--- src/rtl/spmq_pkg.sv ---
// shared types, codes and widths for the strict priority multi queue
package spmq_pkg;

    // field widths
    localparam int PAYLOAD_W = 64;
    localparam int LEN_W     = 4;
    localparam int QSEL_W    = 2;
    localparam int STATUS_W  = 2;
    localparam int OP_W      = 1;
    localparam int S_TDATA_W = 72;
    localparam int S_TUSER_W = 3;
    localparam int M_TDATA_W = 72;
    localparam int M_TUSER_W = 4;

    // parameter defaults
    localparam int DEF_RECEIVE_DEPTH     = 16;
    localparam int DEF_STREAM_DEPTH      = 16;
    localparam int DEF_ERROR_DEPTH       = 16;
    localparam int DEF_STREAM_PRESENT    = 1;
    localparam int DEF_MAX_PAYLOAD_BYTES = 8;

    // operation codes
    localparam logic [OP_W-1:0] OP_WRITE = 1'b0;
    localparam logic [OP_W-1:0] OP_READ  = 1'b1;

    // queue codes
    localparam logic [QSEL_W-1:0] Q_RECEIVE = 2'd0;
    localparam logic [QSEL_W-1:0] Q_STREAM  = 2'd1;
    localparam logic [QSEL_W-1:0] Q_ERROR   = 2'd2;
    localparam logic [QSEL_W-1:0] Q_INVALID = 2'd3;

    // result status codes
    localparam logic [STATUS_W-1:0] ST_OK      = 2'd0;
    localparam logic [STATUS_W-1:0] ST_FULL    = 2'd1;
    localparam logic [STATUS_W-1:0] ST_EMPTY   = 2'd2;
    localparam logic [STATUS_W-1:0] ST_INVALID = 2'd3;

    // controller to datapath commands
    typedef struct packed {
        logic capture;
        logic exec;
        logic respond;
    } spmq_cmd_t;

    // datapath to controller status
    typedef struct packed {
        logic out_free;
    } spmq_stat_t;

endpackage

--- src/rtl/spmq_ring.sv ---
// one ring buffer queue: entry memory with read and write pointers
module spmq_ring
    import spmq_pkg::*;
#(
    parameter int DEPTH   = DEF_RECEIVE_DEPTH,
    parameter int ENTRY_W = 8 * DEF_MAX_PAYLOAD_BYTES + LEN_W
)
(
    input  logic               clk,
    input  logic               rst_n,
    input  logic               push,
    input  logic               pop,
    input  logic [ENTRY_W-1:0] wdata,
    output logic [ENTRY_W-1:0] rdata,
    output logic               empty,
    output logic               full
);

    localparam int PTR_W = $clog2(DEPTH);
    localparam logic [PTR_W-1:0] LAST = PTR_W'(DEPTH - 1);

    logic [ENTRY_W-1:0] mem [DEPTH];
    logic [ENTRY_W-1:0] rdata_reg;
    logic [PTR_W-1:0]   rd_reg;
    logic [PTR_W-1:0]   rd_next;
    logic [PTR_W-1:0]   wr_reg;
    logic [PTR_W-1:0]   wr_next;
    logic [PTR_W-1:0]   rd_inc;
    logic [PTR_W-1:0]   wr_inc;

    // wrapping pointer increments
    assign rd_inc = (rd_reg == LAST) ? '0 : rd_reg + 1'b1;
    assign wr_inc = (wr_reg == LAST) ? '0 : wr_reg + 1'b1;

    // one slot stays free so full and empty differ
    assign empty = (rd_reg == wr_reg);
    assign full  = (wr_inc == rd_reg);

    assign rd_next = pop  ? rd_inc : rd_reg;
    assign wr_next = push ? wr_inc : wr_reg;

    // pointer registers
    always_ff @(posedge clk or negedge rst_n)
    begin
        if (!rst_n)
        begin
            rd_reg <= '0;
            wr_reg <= '0;
        end
        else
        begin
            rd_reg <= rd_next;
            wr_reg <= wr_next;
        end
    end

    // entry memory, registered read
    always_ff @(posedge clk)
    begin
        if (push)
        begin
            mem[wr_reg] <= wdata;
        end
        if (pop)
        begin
            rdata_reg <= mem[rd_reg];
        end
    end

    assign rdata = rdata_reg;

endmodule

--- src/rtl/spmq_dp.sv ---
// datapath: item registers, the three queues, priority pick and result register
module spmq_dp
    import spmq_pkg::*;
#(
    parameter int RECEIVE_DEPTH     = DEF_RECEIVE_DEPTH,
    parameter int STREAM_DEPTH      = DEF_STREAM_DEPTH,
    parameter int ERROR_DEPTH       = DEF_ERROR_DEPTH,
    parameter int STREAM_PRESENT    = DEF_STREAM_PRESENT,
    parameter int MAX_PAYLOAD_BYTES = DEF_MAX_PAYLOAD_BYTES
)
(
    input  logic                 clk,
    input  logic                 rst_n,
    input  spmq_cmd_t            cmd,
    output spmq_stat_t           stat,
    input  logic [S_TDATA_W-1:0] s_axis_tdata,
    input  logic [S_TUSER_W-1:0] s_axis_tuser,
    output logic                 m_axis_tvalid,
    input  logic                 m_axis_tready,
    output logic [M_TDATA_W-1:0] m_axis_tdata,
    output logic [M_TUSER_W-1:0] m_axis_tuser
);

    localparam int DATA_W  = 8 * MAX_PAYLOAD_BYTES;
    localparam int ENTRY_W = DATA_W + LEN_W;
    localparam logic [LEN_W-1:0] MAX_LEN = LEN_W'(MAX_PAYLOAD_BYTES);

    // captured item
    logic [OP_W-1:0]      op_reg;
    logic [QSEL_W-1:0]    qsel_reg;
    logic [PAYLOAD_W-1:0] payload_reg;
    logic [LEN_W-1:0]     len_reg;

    // execution outcome
    logic [STATUS_W-1:0]  status_reg;
    logic [STATUS_W-1:0]  status_next;
    logic [QSEL_W-1:0]    src_reg;
    logic [QSEL_W-1:0]    src_next;
    logic                 hit_reg;
    logic                 hit_next;

    // result register
    logic                 out_valid_reg;
    logic                 out_valid_next;
    logic [M_TDATA_W-1:0] out_data_reg;
    logic [M_TUSER_W-1:0] out_user_reg;

    logic [LEN_W-1:0]     len_clip;
    logic [DATA_W-1:0]    data_kept;
    logic [ENTRY_W-1:0]   wentry;
    logic                 invalid_sel;
    logic [2:0]           push;
    logic [2:0]           pop;
    logic [2:0]           empty;
    logic [2:0]           full;
    logic [ENTRY_W-1:0]   rdata [3];
    logic [ENTRY_W-1:0]   rsel;
    logic [PAYLOAD_W-1:0] res_payload;
    logic [LEN_W-1:0]     res_len;

    // item capture
    always_ff @(posedge clk)
    begin
        if (cmd.capture)
        begin
            op_reg      <= s_axis_tuser[0];
            qsel_reg    <= s_axis_tuser[2:1];
            payload_reg <= s_axis_tdata[PAYLOAD_W-1:0];
            len_reg     <= s_axis_tdata[PAYLOAD_W+LEN_W-1:PAYLOAD_W];
        end
    end

    // length clip and byte masking of the stored payload
    assign len_clip = (len_reg > MAX_LEN) ? MAX_LEN : len_reg;

    always_comb
    begin
        for (int i = 0; i < MAX_PAYLOAD_BYTES; i++)
        begin
            data_kept[8*i +: 8] = (LEN_W'(i) < len_clip) ? payload_reg[8*i +: 8] : 8'h00;
        end
    end

    assign wentry = {len_clip, data_kept};

    assign invalid_sel = (qsel_reg == Q_INVALID) ||
                         ((qsel_reg == Q_STREAM) && (STREAM_PRESENT == 0));

    // write target check or read priority pick
    always_comb
    begin
        status_next = ST_OK;
        src_next    = Q_RECEIVE;
        hit_next    = 1'b0;
        push        = 3'b000;
        pop         = 3'b000;
        if (op_reg == OP_WRITE)
        begin
            if (invalid_sel)
            begin
                status_next = ST_INVALID;
            end
            else if (full[qsel_reg])
            begin
                status_next = ST_FULL;
            end
            else
            begin
                push[qsel_reg] = cmd.exec;
            end
        end
        else
        begin
            if (!empty[0])
            begin
                src_next = Q_RECEIVE;
                hit_next = 1'b1;
                pop[0]   = cmd.exec;
            end
            else if (!empty[1])
            begin
                src_next = Q_STREAM;
                hit_next = 1'b1;
                pop[1]   = cmd.exec;
            end
            else if (!empty[2])
            begin
                src_next = Q_ERROR;
                hit_next = 1'b1;
                pop[2]   = cmd.exec;
            end
            else
            begin
                status_next = ST_EMPTY;
            end
        end
    end

    always_ff @(posedge clk)
    begin
        if (cmd.exec)
        begin
            status_reg <= status_next;
            src_reg    <= src_next;
            hit_reg    <= hit_next;
        end
    end

    // receive queue
    spmq_ring #(
        .DEPTH   (RECEIVE_DEPTH),
        .ENTRY_W (ENTRY_W)
    ) u_receive (
        .clk   (clk),
        .rst_n (rst_n),
        .push  (push[0]),
        .pop   (pop[0]),
        .wdata (wentry),
        .rdata (rdata[0]),
        .empty (empty[0]),
        .full  (full[0])
    );

    // stream queue, only when built in
    generate
        if (STREAM_PRESENT != 0)
        begin : g_stream
            spmq_ring #(
                .DEPTH   (STREAM_DEPTH),
                .ENTRY_W (ENTRY_W)
            ) u_stream (
                .clk   (clk),
                .rst_n (rst_n),
                .push  (push[1]),
                .pop   (pop[1]),
                .wdata (wentry),
                .rdata (rdata[1]),
                .empty (empty[1]),
                .full  (full[1])
            );
        end
        else
        begin : g_no_stream
            assign rdata[1] = '0;
            assign empty[1] = 1'b1;
            assign full[1]  = 1'b1;
        end
    endgenerate

    // error queue
    spmq_ring #(
        .DEPTH   (ERROR_DEPTH),
        .ENTRY_W (ENTRY_W)
    ) u_error (
        .clk   (clk),
        .rst_n (rst_n),
        .push  (push[2]),
        .pop   (pop[2]),
        .wdata (wentry),
        .rdata (rdata[2]),
        .empty (empty[2]),
        .full  (full[2])
    );

    // result fields, zero unless a read hit
    assign rsel        = (src_reg == Q_INVALID) ? '0 : rdata[src_reg];
    assign res_payload = hit_reg ? PAYLOAD_W'(rsel[DATA_W-1:0]) : '0;
    assign res_len     = hit_reg ? rsel[ENTRY_W-1:DATA_W] : '0;

    assign stat.out_free = !out_valid_reg || m_axis_tready;

    // output register valid
    always_comb
    begin
        out_valid_next = out_valid_reg;
        if (cmd.respond)
        begin
            out_valid_next = 1'b1;
        end
        else if (m_axis_tready)
        begin
            out_valid_next = 1'b0;
        end
    end

    always_ff @(posedge clk or negedge rst_n)
    begin
        if (!rst_n)
        begin
            out_valid_reg <= 1'b0;
        end
        else
        begin
            out_valid_reg <= out_valid_next;
        end
    end

    // output register payload
    always_ff @(posedge clk)
    begin
        if (cmd.respond)
        begin
            out_data_reg <= {{(M_TDATA_W-PAYLOAD_W-LEN_W){1'b0}}, res_len, res_payload};
            out_user_reg <= {(hit_reg ? src_reg : Q_RECEIVE), status_reg};
        end
    end

    assign m_axis_tvalid = out_valid_reg;
    assign m_axis_tdata  = out_data_reg;
    assign m_axis_tuser  = out_user_reg;

endmodule

--- src/rtl/spmq_ctrl.sv ---
// controller: sequences capture, execution and result hand-off per item
module spmq_ctrl
    import spmq_pkg::*;
(
    input  logic       clk,
    input  logic       rst_n,
    input  logic       s_axis_tvalid,
    output logic       s_axis_tready,
    input  spmq_stat_t stat,
    output spmq_cmd_t  cmd
);

    localparam logic [1:0] S_IDLE = 2'd0;
    localparam logic [1:0] S_EXEC = 2'd1;
    localparam logic [1:0] S_RESP = 2'd2;

    logic [1:0] state_reg;
    logic [1:0] state_next;

    // next state and commands
    always_comb
    begin
        state_next    = state_reg;
        s_axis_tready = 1'b0;
        cmd           = '0;
        case (state_reg)
            S_IDLE:
            begin
                s_axis_tready = 1'b1;
                if (s_axis_tvalid)
                begin
                    cmd.capture = 1'b1;
                    state_next  = S_EXEC;
                end
            end
            S_EXEC:
            begin
                cmd.exec   = 1'b1;
                state_next = S_RESP;
            end
            S_RESP:
            begin
                if (stat.out_free)
                begin
                    cmd.respond = 1'b1;
                    state_next  = S_IDLE;
                end
            end
            default:
            begin
                state_next = S_IDLE;
            end
        endcase
    end

    // state register
    always_ff @(posedge clk or negedge rst_n)
    begin
        if (!rst_n)
        begin
            state_reg <= S_IDLE;
        end
        else
        begin
            state_reg <= state_next;
        end
    end

endmodule

--- src/rtl/strict_priority_multi_queue.sv ---
// Strict priority multi queue: receive, stream and error rings of short payloads.
// Slave channel: s_axis_* carries one command per transfer, a push (write) of a
// payload into a named queue or a pop (read) of the highest priority entry.
// Master channel: m_axis_* returns exactly one result per command: a status,
// and for a successful pop the payload, its length and the source queue.
// Pops serve receive first, then stream, then error.
// A command is captured into the item registers, executed into the status registers
// and then loaded into the output register; commands are taken one at a time, as the
// controller steps through capture, execute and respond before it accepts another;
// execute does the pointer update and the registered read of the queue memory.
// Reset empties all queues (pointers to zero); memory contents are not cleared.
// When the receiver stalls, the finished result waits in the output register
// and one further command is accepted and executed; its result then waits until
// the output register is taken.
module strict_priority_multi_queue
    import spmq_pkg::*;
#(
    parameter int RECEIVE_DEPTH     = DEF_RECEIVE_DEPTH,
    parameter int STREAM_DEPTH      = DEF_STREAM_DEPTH,
    parameter int ERROR_DEPTH       = DEF_ERROR_DEPTH,
    parameter int STREAM_PRESENT    = DEF_STREAM_PRESENT,
    parameter int MAX_PAYLOAD_BYTES = DEF_MAX_PAYLOAD_BYTES
)
(
    input  logic                 clk,
    input  logic                 rst_n,
    input  logic                 s_axis_tvalid,
    output logic                 s_axis_tready,
    // payload [63:0], payload_length [67:64], zero fill [71:68]
    input  logic [S_TDATA_W-1:0] s_axis_tdata,
    // op [0], queue_select [2:1]
    input  logic [S_TUSER_W-1:0] s_axis_tuser,
    output logic                 m_axis_tvalid,
    input  logic                 m_axis_tready,
    // read_payload [63:0], read_length [67:64], zero fill [71:68]
    output logic [M_TDATA_W-1:0] m_axis_tdata,
    // status [1:0], read_queue [3:2]
    output logic [M_TUSER_W-1:0] m_axis_tuser
);

    spmq_cmd_t  cmd;
    spmq_stat_t stat;

    // control sequencer
    spmq_ctrl u_ctrl (
        .clk           (clk),
        .rst_n         (rst_n),
        .s_axis_tvalid (s_axis_tvalid),
        .s_axis_tready (s_axis_tready),
        .stat          (stat),
        .cmd           (cmd)
    );

    // queues and result path
    spmq_dp #(
        .RECEIVE_DEPTH     (RECEIVE_DEPTH),
        .STREAM_DEPTH      (STREAM_DEPTH),
        .ERROR_DEPTH       (ERROR_DEPTH),
        .STREAM_PRESENT    (STREAM_PRESENT),
        .MAX_PAYLOAD_BYTES (MAX_PAYLOAD_BYTES)
    ) u_dp (
        .clk           (clk),
        .rst_n         (rst_n),
        .cmd           (cmd),
        .stat          (stat),
        .s_axis_tdata  (s_axis_tdata),
        .s_axis_tuser  (s_axis_tuser),
        .m_axis_tvalid (m_axis_tvalid),
        .m_axis_tready (m_axis_tready),
        .m_axis_tdata  (m_axis_tdata),
        .m_axis_tuser  (m_axis_tuser)
    );

    // an accepted command is executed in the next cycle
    a_accept_exec: assert property (@(posedge clk) disable iff (!rst_n)
        s_axis_tvalid && s_axis_tready |=> cmd.exec)
        else $error("accepted command not executed");

    // no new command is taken right after execution
    a_exec_busy: assert property (@(posedge clk) disable iff (!rst_n)
        cmd.exec |=> !s_axis_tready)
        else $error("input ready while result pending");

    // failed commands carry zero read fields
    a_fail_zero: assert property (@(posedge clk) disable iff (!rst_n)
        m_axis_tvalid && (m_axis_tuser[1:0] != ST_OK) |->
            (m_axis_tdata == '0) && (m_axis_tuser[3:2] == Q_RECEIVE))
        else $error("nonzero read fields on failed command");

    // popped length never exceeds the entry size
    a_len_bound: assert property (@(posedge clk) disable iff (!rst_n)
        m_axis_tvalid |->
            (m_axis_tdata[PAYLOAD_W+LEN_W-1:PAYLOAD_W] <= LEN_W'(MAX_PAYLOAD_BYTES)))
        else $error("read length above maximum");

endmodule

--- config.mk ---
export PLATFORM = sky130hd
export DESIGN_NAME = strict_priority_multi_queue
export DESIGN_NICKNAME = d
export VERILOG_FILES = /design/src/rtl/spmq_pkg.sv /design/src/rtl/spmq_ring.sv /design/src/rtl/spmq_dp.sv /design/src/rtl/spmq_ctrl.sv /design/src/rtl/strict_priority_multi_queue.sv
export SDC_FILE = /design/constraint.sdc
export NUM_CORES = 2
export LEC_CHECK = 0
export BUFFER_PORTS_ARGS = -buffer_cell sky130_fd_sc_hd__clkbuf_2
export CORE_MARGIN = 4
export CORE_UTILIZATION = 45
export CTS_BUF_LIST = sky130_fd_sc_hd__clkbuf_4 sky130_fd_sc_hd__clkbuf_8 sky130_fd_sc_hd__clkbuf_16
export DETAILED_ROUTE_END_ITERATION = 8
export SYNTH_ARGS = -nofsm -noshare
export SYNTH_HDL_FRONTEND = slang
export SYNTH_SLANG_ARGS = --single-unit
--- constraint.sdc ---
create_clock -name clk -period 7.95 [get_ports clk]
set_clock_uncertainty 0.1 [all_clocks]
set_input_delay 1.1925 -clock clk [delete_from_list [all_inputs] [get_ports clk]]
set_output_delay 1.1925 -clock clk [all_outputs]
set_load 0.1 [all_outputs]
== Word level (Yosys, flattened, before mapping) ==
Memory sizes are Yosys's and may differ from the RTL's. A register that Yosys moved wholly into a read port is not among the register bits.
Index checks and enable logic that the tools add are counted.

* Add/sub/neg operators: 6
* Multipliers: 0
* Divide/modulo/power cells: 0
* Magnitude comparators: 12
* Equal/unequal tests: 18
* Shift-type cells: 0
* Muxes and demuxes: 59
* Bitwise gates (word level): 3
* Reductions and logical operators: 9

{| class="wikitable"
|+ Operator list
! operator !! number
|-
| $bmux W68 S2 || 1
|-
| $mux W68 || 2
|-
| $mux W8 || 8
|-
| $mux W4 || 7
|-
| $mux W1 || 25
|-
| $add A4 B1 Y4 const B || 6
|-
| $eq A4 B4 Y1 || 6
|-
| $eq A4 B4 Y1 const B || 6
|-
| $mux W2 || 9
|-
| $lt A3 B4 Y1 const A || 4
|-
| $mux W3 || 4
|-
| $lt A1 B4 Y1 const A || 2
|-
| $lt A2 B4 Y1 const A || 2
|-
| $eq A2 B2 Y1 const B || 3
|-
| $pmux W2 S3 || 1
|-
| $gt A4 B4 Y1 const B || 1
|-
| $ne A2 B2 Y1 const B || 2
|-
| $reduce_and A2 Y1 || 2
|-
| $and A3 B3 Y3 || 1
|-
| $ge A3 B3 Y1 const B || 1
|-
| $lt A2 B3 Y1 const B || 1
|-
| $not A2 Y3 || 1
|-
| $reduce_and A3 Y1 || 1
|-
| $bmux W1 S2 || 1
|-
| other kinds (10) || 10
|}

* Register bits: 175
* Latch bits: 0
* Bits in writable memories: 3264
* Memory bits (read-only): 0
* Input port bits: 79
* Output and inout bits: 78
* Word-level logic and storage cells: 129
* Memories kept: 3

{| class="wikitable"
|+ Memory list
! name !! depth !! bits a word !! rd ports !! clocked after Yosys merged registers in !! write ports !! line !! source
|-
| u_dp.g_stream.u_stream.mem || 16 || 68 || 1 || 1 || 1 || spmq_ring.sv:22 || <nowiki>logic [ENTRY_W-1:0] mem [DEPTH];</nowiki>
|-
| u_dp.u_error.mem || 16 || 68 || 1 || 1 || 1 || spmq_ring.sv:22 ||
|-
| u_dp.u_receive.mem || 16 || 68 || 1 || 1 || 1 || spmq_ring.sv:22 ||
|}

== Longest topological paths before layout ==
* Depth in word-level cells: 10
* Gate-level depth with buffers: 8
* Mapped depth without buffers: 7

== Modules after synthesis ==
From an unflattened synthesis, not the netlist that was laid out.

* Cell total of the unflattened synthesis: 6296
* Area, all modules: 138755.6 µm²

{| class="wikitable"
|+ Modules (own cells, without submodules)
! module !! instances !! cells each !! area an instance (µm²) !! seq. area each (µm²)
|-
| spmq_ring (u_dp.g_stream.u_stream) || 1 || 1958 || 44028.5 || 34913.5
|-
| spmq_ring (u_dp.u_receive) || 1 || 1955 || 43988.4 || 34913.5
|-
| spmq_ring (u_dp.u_error) || 1 || 1808 || 43309.0 || 34913.5
|-
| spmq_dp || 1 || 566 || 7334.5 || 4469.3
|-
| spmq_ctrl || 1 || 9 || 95.1 || 50.0
|}

== Least setup slack after synthesis ==
OpenSTA, ideal clock, no wires.

* Path kind: reg-to-reg
* Start point: register u_dp.u_error.wr_reg[0]
* End point: memory u_dp.g_stream.u_stream.mem[7][0] in the netlist's numbering (enable)
* Library setup time: 0.592 ns
* Arrival time: 6.730 ns
* Required time: 7.258 ns
* Slack: 0.528 ns
* Stages on the path, launching flop included: 8
* Path buffers: 0
* Period minus slack after synthesis: 7.422 ns
* Cell sequence: dfrtp_1 -> ha_1 -> inv_1 -> a311oi_1 -> xnor2_1 -> a2bb2oi_1 -> nand4_1 -> nor3b_1

* Longest elaborated chain between the ends: 10
* Elaborated cells on any way between the ends: 11
* Those cells by class: 1 x add/sub; 2 x eq/ne; 8 x mux

{| class="wikitable"
|+ RTL lines
! what !! line !! source
|-
| from (decl) || spmq_ring.sv:26 || <nowiki>logic [PTR_W-1:0] wr_reg;</nowiki>
|-
| from (signal assigned) || spmq_ring.sv:53 || <nowiki>wr_reg <= wr_next;</nowiki>
|-
| $add A4 B1 Y4 or $eq A4 B4 Y1 (tied branches) || spmq_ring.sv:33 || <nowiki>assign wr_inc = (wr_reg == LAST) ? '0 : wr_reg + 1'b1;</nowiki>
|-
| $mux W4 (*) || spmq_ring.sv:33 ||
|-
| $eq A4 B4 Y1 (*) || spmq_ring.sv:37 || <nowiki>assign full = (wr_inc == rd_reg);</nowiki>
|-
| $bmux W1 S2 (*) || spmq_dp.sv:103 || <nowiki>else if (full[qsel_reg])</nowiki>
|-
| $mux W1 (implied by the code) (*) || spmq_dp.sv:103 ||
|-
| $mux W3 (*) || spmq_dp.sv:103 ||
|-
| $mux W3 (*) || spmq_dp.sv:99 || <nowiki>if (invalid_sel)</nowiki>
|-
| $mux W3 (*) || spmq_dp.sv:97 || <nowiki>if (op_reg == OP_WRITE)</nowiki>
|-
| $mux W1 (*) || spmq_ring.sv:60 || <nowiki>if (push)</nowiki>
|-
| $mux W1 (implied by the code) (*) || spmq_ring.sv:62 || <nowiki>mem[wr_reg] <= wdata;</nowiki>
|-
| to (decl) || spmq_ring.sv:22 ||
|}

Every way passes the cells marked *; elsewhere a longest branch is shown, timed or not. The select of a mux whose other input is x is not followed.

== Final worst setup path ==
* Start point: register u_dp.g_stream.u_stream.rd_reg[1]
* End point: memory u_dp.g_stream.u_stream.mem[10][40] in the netlist's numbering (enable)

* Longest elaborated chain between the ends: 8

{| class="wikitable"
|+ RTL lines
! what !! line !! source
|-
| from (decl) || spmq_ring.sv:24 || <nowiki>logic [PTR_W-1:0] rd_reg;</nowiki>
|-
| from (signal assigned) || spmq_ring.sv:52 || <nowiki>rd_reg <= rd_next;</nowiki>
|-
| $eq A4 B4 Y1 || spmq_ring.sv:37 ||
|-
| $bmux W1 S2 || spmq_dp.sv:103 ||
|-
| $mux W1 (implied by the code) || spmq_dp.sv:103 ||
|-
| $mux W3 || spmq_dp.sv:103 ||
|-
| $mux W3 || spmq_dp.sv:99 ||
|-
| $mux W3 || spmq_dp.sv:97 ||
|-
| $mux W1 || spmq_ring.sv:60 ||
|-
| $mux W1 (implied by the code) || spmq_ring.sv:62 ||
|}

No other way between the ends. The select of a mux whose other input is x is not followed.

==> metrics.txt <==
P_sw about 0.013 W; Detailed Routing Iterations Pass 1 6; Clk pin slew, worst setup/hold paths around 0.060 ns; number of global-route vias before repair about 64000; data arrival time of the critical path around 5.3 ns; r2r setup slk 3.07 ns; Largest stage delay, worst path 1.16 ns; WL/cell ~34 um; Final min period between 4 and 5 ns; initial antenna violation count 26; pwr dens approximately 320 nW/um^2; Worst Slack Setup Final slightly above 3 ns; FILL cells ~23000; Resize count post-CTS 0; total I/O pin count 157; prevailing post-synth register cell edfxtp_1; Clk network pwr share 34.8%; Sinks on Clock Net 3643; Setup crit end kind register; maximum VDD drop between 0.3 and 0.4 mV; layout cells sized above 1 between 30% and 40%; async set-reset flop share out of synthesis 0.741%; largest net degree at the start of global routing between 100 and 150; clk_lat worst skew ~0.95 ns; Largest regs u_dp.g_stream.u_stream.mem: 1088 flops, u_dp.u_error.mem: 1088 flops, u_dp.u_receive.mem: 1088 flops; CTS Buf Count about 380; Final Max Tran Viols 0; Post-CTS Setup Repair Bufs 0; status finished, final reports clean; Routed Antenna Nets 0; portion of netlist area occupied by mux cells 17.3%; number of DRC markers in iteration 0 slightly below 8000; CTS root buffer clkbuf_16; total of warnings raised by yosys 0; Cell Chain, Critical Path xnor2_1 > and4_1 > a21oi_1 > and3_4 > buf_4; Remaining Overflow, GRT 0; routed wire length between 300000 and 400000 um; synth-to-layout area growth 13.7%; Switching Fraction a little over a quarter; total power 0.0503 W; kind of critical path register to register; Via Count 62000; simple-gate portion of the synthesized area about 1.3%; nets ~6000; Synth Register Bits 3643; Setup Viol. Count Final 0; cell area after synthesis 137000 um^2; Die Y-Extent around 560 um; Lkg Pwr just under 50 nW; DRC violations left 0; Reg-to-Reg End u_dp.g_stream.u_stream.mem[10][40]$_DFFE_PP_; Reg power frac a little under half; Max FO, Critical Path 52; hold buffers post-CTS 0; Worst Tran Pin Value about 1.3 ns; HP Class primary input to async pin; Post-Place Worst Slack approximately 3.2 ns; H-tree depth 5; Core ar. slightly above 300000 um^2; first-pass GRT wire length just under 500000 um; Mapped Cells ~5500; GRT Total Usage between 20% and 30%; Reg2Reg Depth 5; # port buffers between 100 and 150; CP max stage cell and3_4; Synth Area in XOR/XNOR less than 1%; Slew HR 10.0%; GPL Wtd Cong about 0.76; Maximum Capacitance Violations 0; CP required 8.39 ns; Internal Power around 0.037 W; CTS tree yes; average cell area after synthesis ~25 um^2; Die Area ~310000 um^2; setup TNS 0 ns; Via density 6.06; fin crit share between 60 and 70%; largest family of logic cells by synthesized area multiplexers; Synth Area in Adders less than 1%; Synth Area in Compound Gates less than 1%; hpwl dp around 180000 um; unrepaired setup endpoints after global routing false; Comb pwr share around a fifth; CTS Buffer Depth 4; Setup crit start kind register; Initial Util a little under half; fmax around 200 MHz; final hold vios 0; number of synthesized flops with an enable pin about 3600; sequential share of the synthesized area 79.7%; die extent in x 560 um; Std-Cell Rows a little over 200; Reg-to-Reg Start u_dp.g_stream.u_stream.rd_reg[1]$_DFFE_PN0P_; Netlist cell types 46
==> worst max-delay path, delay by kind of cell, from the launching register on <==
kind,cells,cell delay (ns)
simple gates,2,1.41
flops,1,1.01
buf+inv,1,0.65
compound gates,1,1.01
xor+xnor,1,0.16
==> cell usage after synthesis (all sizes together) (27+ instances only) <==
master,count,area (um^2)
nor2b,62,388
nand2,85,319
clkbuf,173,653
o21ai,81,405
and3,40,250
mux2i,69,691
and2,92,576
mux4,1020,23000
edfxtp,3616,109000
dfrtp,27,676
buf,108,544
==> logic make-up after synthesis <==
family | count (synthesis)
simple gates | 322
xor+xnor | 29
buf+inv | 291
other cells | 1
flops | 3643
mux | 1097
fa+ha+maj | 15
compound gates | 109
==> metal layers <==
| layer | wire length (um) | global-route usage, % | vias up |
|---|---|---|---|
| met4 | 9810 | 6.42 | 2 |
| met1 | 143000 | 32.0 | 34300 |
| met2 | 166000 | 34.7 | 2601 |
| met5 | 13 | 0 | - |
| met3 | 25700 | 3.16 | 532 |
| li1 | - | - | 24600 |
==> through the flow <==
stage               hold slack [ns]  util (%)  area, um^2  instances
floorplan                     0.300         -      137000       5510
global placement              0.419      47.4      144000       9531
detailed placement            0.451      47.4      144000       9531
CTS                           0.229      51.5      156000      10200
global route                  0.279      51.5      156000      10200
finish                        0.271      51.5      156000      10200
==> area by class of cell <==
type	instances	area (um^2)	area share, %
Antenna cell	9	22.5	0.0144
Multi-Input combinational cell	1576	27100	17.4
Sequential cell	3643	109000	70.1
Clock buffer	454	10100	6.50
Inverter	10	37.5	0.0241
Timing Repair Buffer	324	2160	1.39
Clock inverter	231	2210	1.42
Tap cell	3978	4980	3.19
==> cell usage in the layout, fill, tap and decap left out, types with 31 or more instances in the layout <==
cell	netlist	final
clkinv_2	0	73
clkbuf_4	0	67
buf_4	5	168
o21ai_0	79	79
and2_1	92	88
clkinv_1	0	91
clkbuf_2	3	148
clkbuf_16	0	382
mux4_2	1020	1020
and3_4	0	39
mux2i_1	69	69
edfxtp_1	3616	3616
bufinv_16	0	31
nor2b_2	0	43
nand2_1	85	85
==> worst max-delay path by stage <==
stage	slack (ns)	cells after the start	end	startpoint
after floorplan	0.53	7	u_dp.g_stream.u_stream.mem[7][0]$_DFFE_PP_	u_dp.u_error.wr_reg[0]$_DFFE_PN0P_
after global placement	3.23	5	u_dp.u_receive.mem[8][2]$_DFFE_PP_	u_dp.u_receive.rd_reg[1]$_DFFE_PN0P_
after detailed placement	3.17	5	u_dp.u_receive.mem[10][1]$_DFFE_PP_	u_dp.u_receive.rd_reg[1]$_DFFE_PN0P_
after CTS	3.11	5	u_dp.u_receive.mem[7][19]$_DFFE_PP_	u_dp.u_receive.rd_reg[1]$_DFFE_PN0P_
after global routing	2.89	7	u_dp.u_receive.mem[12][18]$_DFFE_PP_	u_dp.u_receive.wr_reg[0]$_DFFE_PN0P_
final	3.07	5	u_dp.g_stream.u_stream.mem[10][40]$_DFFE_PP_	u_dp.g_stream.u_stream.rd_reg[1]$_DFFE_PN0P_
==> power groups by stage <==
stage | clock network, W | logic (W) | registers (W)
after global placement | 0 | 0.00995 | 0.0233
final | 0.0175 | 0.00990 | 0.0229
after floorplan | 0 | 0.00715 | 0.0234
after CTS | 0.0178 | 0.0101 | 0.0229
after global routing | 0.0186 | 0.0106 | 0.0230
after detailed placement | 0 | 0.0101 | 0.0233
Power figures use the tool's default switching activity.
